`config.mk`:
```
export PLATFORM = sky130hd
export DESIGN_NAME = rbs_prep
export DESIGN_NICKNAME = d
export VERILOG_FILES = /design/src/sv/rbs_pkg.sv /design/src/sv/rbs_prep.sv
export SDC_FILE = /design/constraint.sdc
export NUM_CORES = 1
export LEC_CHECK = 0
export BUFFER_PORTS_ARGS = -buffer_cell sky130_fd_sc_hd__buf_2
export CAP_MARGIN = 20
export CORE_ASPECT_RATIO = 0.5
export CORE_MARGIN = 2
export CORE_UTILIZATION = 51
export DETAILED_ROUTE_END_ITERATION = 7
export PLACE_DENSITY_LB_ADDON = 0.15
export SLEW_MARGIN = 25
export SYNTH_ARGS = -nofsm -noshare
export SYNTH_HDL_FRONTEND = slang
export SYNTH_SLANG_ARGS = --single-unit
```
`constraint.sdc`:
```
create_clock -name vclk -period 11.95
set_input_delay 2.39 -clock vclk [all_inputs]
set_output_delay 2.39 -clock vclk [all_outputs]
set_load 0.01 [all_outputs]
```
`src/sv/rbs_pkg.sv`:
```
// Shared constants and types for the ray versus box slab test.
`default_nettype none
package rbs_pkg;

  localparam int COORD_BITS_DEF = 32;
  localparam int FRAC_BITS_DEF  = 16;
  localparam int AXES           = 3;

  // per-axis flags that ride alongside the divider stages
  typedef struct packed {
    logic neg_hi;   // quotient toward the upper plane (center + half) is negative
    logic neg_lo;   // quotient toward the lower plane (center - half) is negative
    logic dzero;    // direction component is zero
    logic in_slab;  // origin lies within the slab, bounds included
  } rbs_axis_flags_t;

endpackage
`default_nettype wire

```
`src/sv/rbs_prep.sv`:
```
// Slab planes, crossing numerators and operand magnitudes for one axis.
`default_nettype none
module rbs_prep #(
  parameter int COORD_BITS = 32,
  parameter int FRAC_BITS  = 16,
  localparam int MAG_W = COORD_BITS + 1,
  localparam int DVD_W = MAG_W + FRAC_BITS
) (
  input  wire logic signed [COORD_BITS-1:0] center,
  input  wire logic        [COORD_BITS-2:0] half,
  input  wire logic signed [COORD_BITS-1:0] origin,
  input  wire logic signed [COORD_BITS-1:0] dir,
  output      logic        [DVD_W-1:0]      dvd_hi,
  output      logic        [DVD_W-1:0]      dvd_lo,
  output      logic        [COORD_BITS-1:0] dsr,
  output      rbs_pkg::rbs_axis_flags_t     flags
);
  import rbs_pkg::*;

  logic signed [COORD_BITS+1:0] ce, he, oe, lo, hi, nhi, nlo, ahi, alo;
  logic signed [COORD_BITS:0]   de, ad;

  always_comb begin
    ce  = {{2{center[COORD_BITS-1]}}, center};
    oe  = {{2{origin[COORD_BITS-1]}}, origin};
    he  = $signed({3'b000, half});
    lo  = ce - he;
    hi  = ce + he;
    nhi = hi - oe;
    nlo = lo - oe;
    ahi = nhi[COORD_BITS+1] ? -nhi : nhi;
    alo = nlo[COORD_BITS+1] ? -nlo : nlo;
    de  = {dir[COORD_BITS-1], dir};
    ad  = dir[COORD_BITS-1] ? -de : de;
    dvd_hi = {ahi[MAG_W-1:0], {FRAC_BITS{1'b0}}};
    dvd_lo = {alo[MAG_W-1:0], {FRAC_BITS{1'b0}}};
    dsr    = ad[COORD_BITS-1:0];
    flags.neg_hi  = nhi[COORD_BITS+1] ^ dir[COORD_BITS-1];
    flags.neg_lo  = nlo[COORD_BITS+1] ^ dir[COORD_BITS-1];
    flags.dzero   = (dir == '0);
    flags.in_slab = (oe >= lo) && (oe <= hi);
  end
endmodule
`default_nettype wire

```
==> metrics.md <==
| Metric | Value |
|---|---|
| Wire per inst | `approximately 17 µm` |
| I/O Pins | `261` |
| Worst path arrival time | `8.89 ns` |
| Initial core utilization | `0.521` |
| Residual DRC | `0` |
| Critical path class | `in2out` |
| Status | `completed` |
| Drt pass-1 iters | `5` |
| Slew Viols, Final | `0` |
| Total Routing Usage GR | `0.290` |
| Leakage power | `5.16 nW` |
| Least-Margin Pin Slew | `0.922 ns` |
| Core area | `18400 µm²` |
| PortBufs | `229` |
| Die H | `between 100 and 150 µm` |
| Final Hold Vio Count | `0` |
| Pwr/cell area | `140 nW/µm²` |
| Die area | `20000 µm²` |
| Die Width | `198 µm` |
| Clock buffer count in the final layout | `0` |
| Antenna diode count | `0` |
| VDD IR max | `0.103 mV` |
| DP HPWL | `26000 µm` |
| Synth cell types | `83` |
| Layout fillers | `1844` |
| Synth Cell Area | `9580 µm²` |
| Hold buffer count at CTS | `0` |
| Row count | `35` |
| Final WL | `between 30000 and 40000 µm` |
| Slowest CP cell | `or4b_2` |
| Sequential Area | `0 µm²` |
| Avg Inst Size Synth | `slightly below 7 µm²` |
| Relative slew slack | `0.385` |
| Number of DRC markers in iteration 0 | `802` |
| Hold crit path type | `in2out` |
| Total gr overflow | `0` |
| Gates resized, CTS repair | `0` |
| Largest net degree at the start of global routing | `36` |
| Via-per-instance ratio | `between 5 and 6` |
| Synth warn | `0` |
| RSZ-0062 raised after global routing | `false` |
| Crit end category | `output pin` |
| Period minus WS final | `11.28 ns` |
| Crit start category | `primary input` |
| Register area share after synthesis | `0` |
| Crit path largest cell delay | `~0.66 ns` |
| Fmax | `88.6 MHz` |
| Final setup TNS | `0 ns` |
| Setup-failing EPs final | `0` |
| Antenna-violating nets left | `0` |
| Power Total | `1.49 mW` |
| Seq_cells | `0` |
| Area Overhead vs Synth | `11.6%` |
| CP max FO | `5` |
| Initial antenna violation count | `0` |
| Global-route wire length before repair | `47700 µm` |
| Final Cycle Share | `0.944` |
| Postcts setup bufs | `0` |
| # Max-Cap Violations | `0` |
| Layout cells sized above 1 | `0.167` |
| Nets | `1857` |
| CP Data Required Time | `9.56 ns` |
| Vias in the first global route | `9573` |
| Via Count | `10817` |
| Gate Count Post-Synth | `1418` |
| GP Congestion | `0.981` |
## cell usage after synthesis (18+ instances only)
cell      count  area, µm²
a21oi_1     126        631
inv_1       121        454
nor2_1      119        447
buf_4        33        248
clkbuf_1     50        188
o21ai_0      78        390
o21a_1       18        135
a21o_1       59        443
xor2_1       49        429
nand4_1      22        138
ha_1        133       1660
nor3_1       26        130
nand2b_1     29        181
nand3_1      30        150
xnor2_1     146       1280
nor4_1       20        125
nand2_1      79        297
a31oi_1      23        144
## critical path: cells and delay by family
kind            cells  cell delay, ns
compound gates     11            2.57
xor+xnor            2            0.41
buf+inv             4            0.53
simple gates        7            2.01
fa+ha+maj           3            0.95
## cell usage in the layout (no fill, tap or decap), types with 6 or more instances in the layout
cell type,synthesis,final
a211oi_1,14,14
and3_1,13,13
o211ai_1,10,10
nand2b_1,29,29
nor2b_1,17,17
o41ai_1,12,12
buf_2,6,229
nor3_1,26,26
xor2_1,49,49
nand3_1,30,30
nand4_1,22,22
nor2_1,119,119
xnor2_1,146,146
o31ai_1,16,16
or2_2,9,9
o21bai_1,14,14
o2111ai_1,6,6
o21ai_0,78,78
a41oi_1,6,6
a31oi_1,23,23
a31o_2,6,6
or4_1,9,9
a21o_1,59,59
and2_1,9,9
conb_1,1,32
inv_1,121,121
nor4_1,20,20
ha_1,133,133
o21a_1,18,18
or3_1,16,16
nand2_1,79,79
a21oi_1,126,126
## power by group
part,internal (mW),switching (mW),total [mW],leakage (nW)
Combinational,0.603,0.892,1.49,5.16
Sequential,0,0,0,0
Clock,0,0,0,0
Total,0.603,0.892,1.49,5.16
## final timing paths
path / from / slack, ns / endpoint / cells past startpoint
worst max-delay path: half[0] / 0.67 / dvd_hi[48] / 27
worst min-delay path: dir[0] / 5.01 / dsr[0] / 2
## layout make-up
type	instances	area, µm²	share of cell area
Multi-Input combinational cell	1236	8760	0.819
Timing Repair Buffer	233	1180	0.110
Inverter	122	458	0.0428
Tap cell	240	300	0.0281
## stage by stage
step | worst slack, ns | cell area (µm²) | std cells | hold slack [ns] | util
3_5_place_dp | 0.817 | 10700 | 1831 | 5.02 | 0.581
3_3_place_gp | 0.978 | 10700 | 1831 | 5.01 | 0.581
5_1_grt | 0.293 | 10700 | 1831 | 5.04 | 0.581
2_1_floorplan | 1.75 | 9700 | 1449 | 4.83 | -
4_1_cts | 0.757 | 10700 | 1831 | 5.02 | 0.581
6_report | 0.665 | 10700 | 1831 | 5.01 | 0.581
## metal layers
| layer | wire, µm | track usage | vias up |
|---|---|---|---|
| met5 | 0 | 0 | - |
| met4 | 568 | 0.0584 | 0 |
| met3 | 1840 | 0.0254 | 48 |
| met2 | 14100 | 0.517 | 385 |
| met1 | 13900 | 0.383 | 4995 |
| li1 | - | - | 5389 |
## cells by family (layout without fill, tap and decap cells)
family / count (synthesis) / count (layout) / synth area share
XOR/XNOR: 195 / 195 / 0.178
AND/OR/NAND/NOR: 429 / 429 / 0.236
other: 1 / 32 / 0.000391
buffers and inverters: 213 / 355 / 0.0979
adder cells (fa/ha/maj): 137 / 137 / 0.182
multiplexers: 2 / 2 / 0.00209
AO/OA/AOI/OAI: 441 / 441 / 0.303
Power figures use the tool's default switching activity.
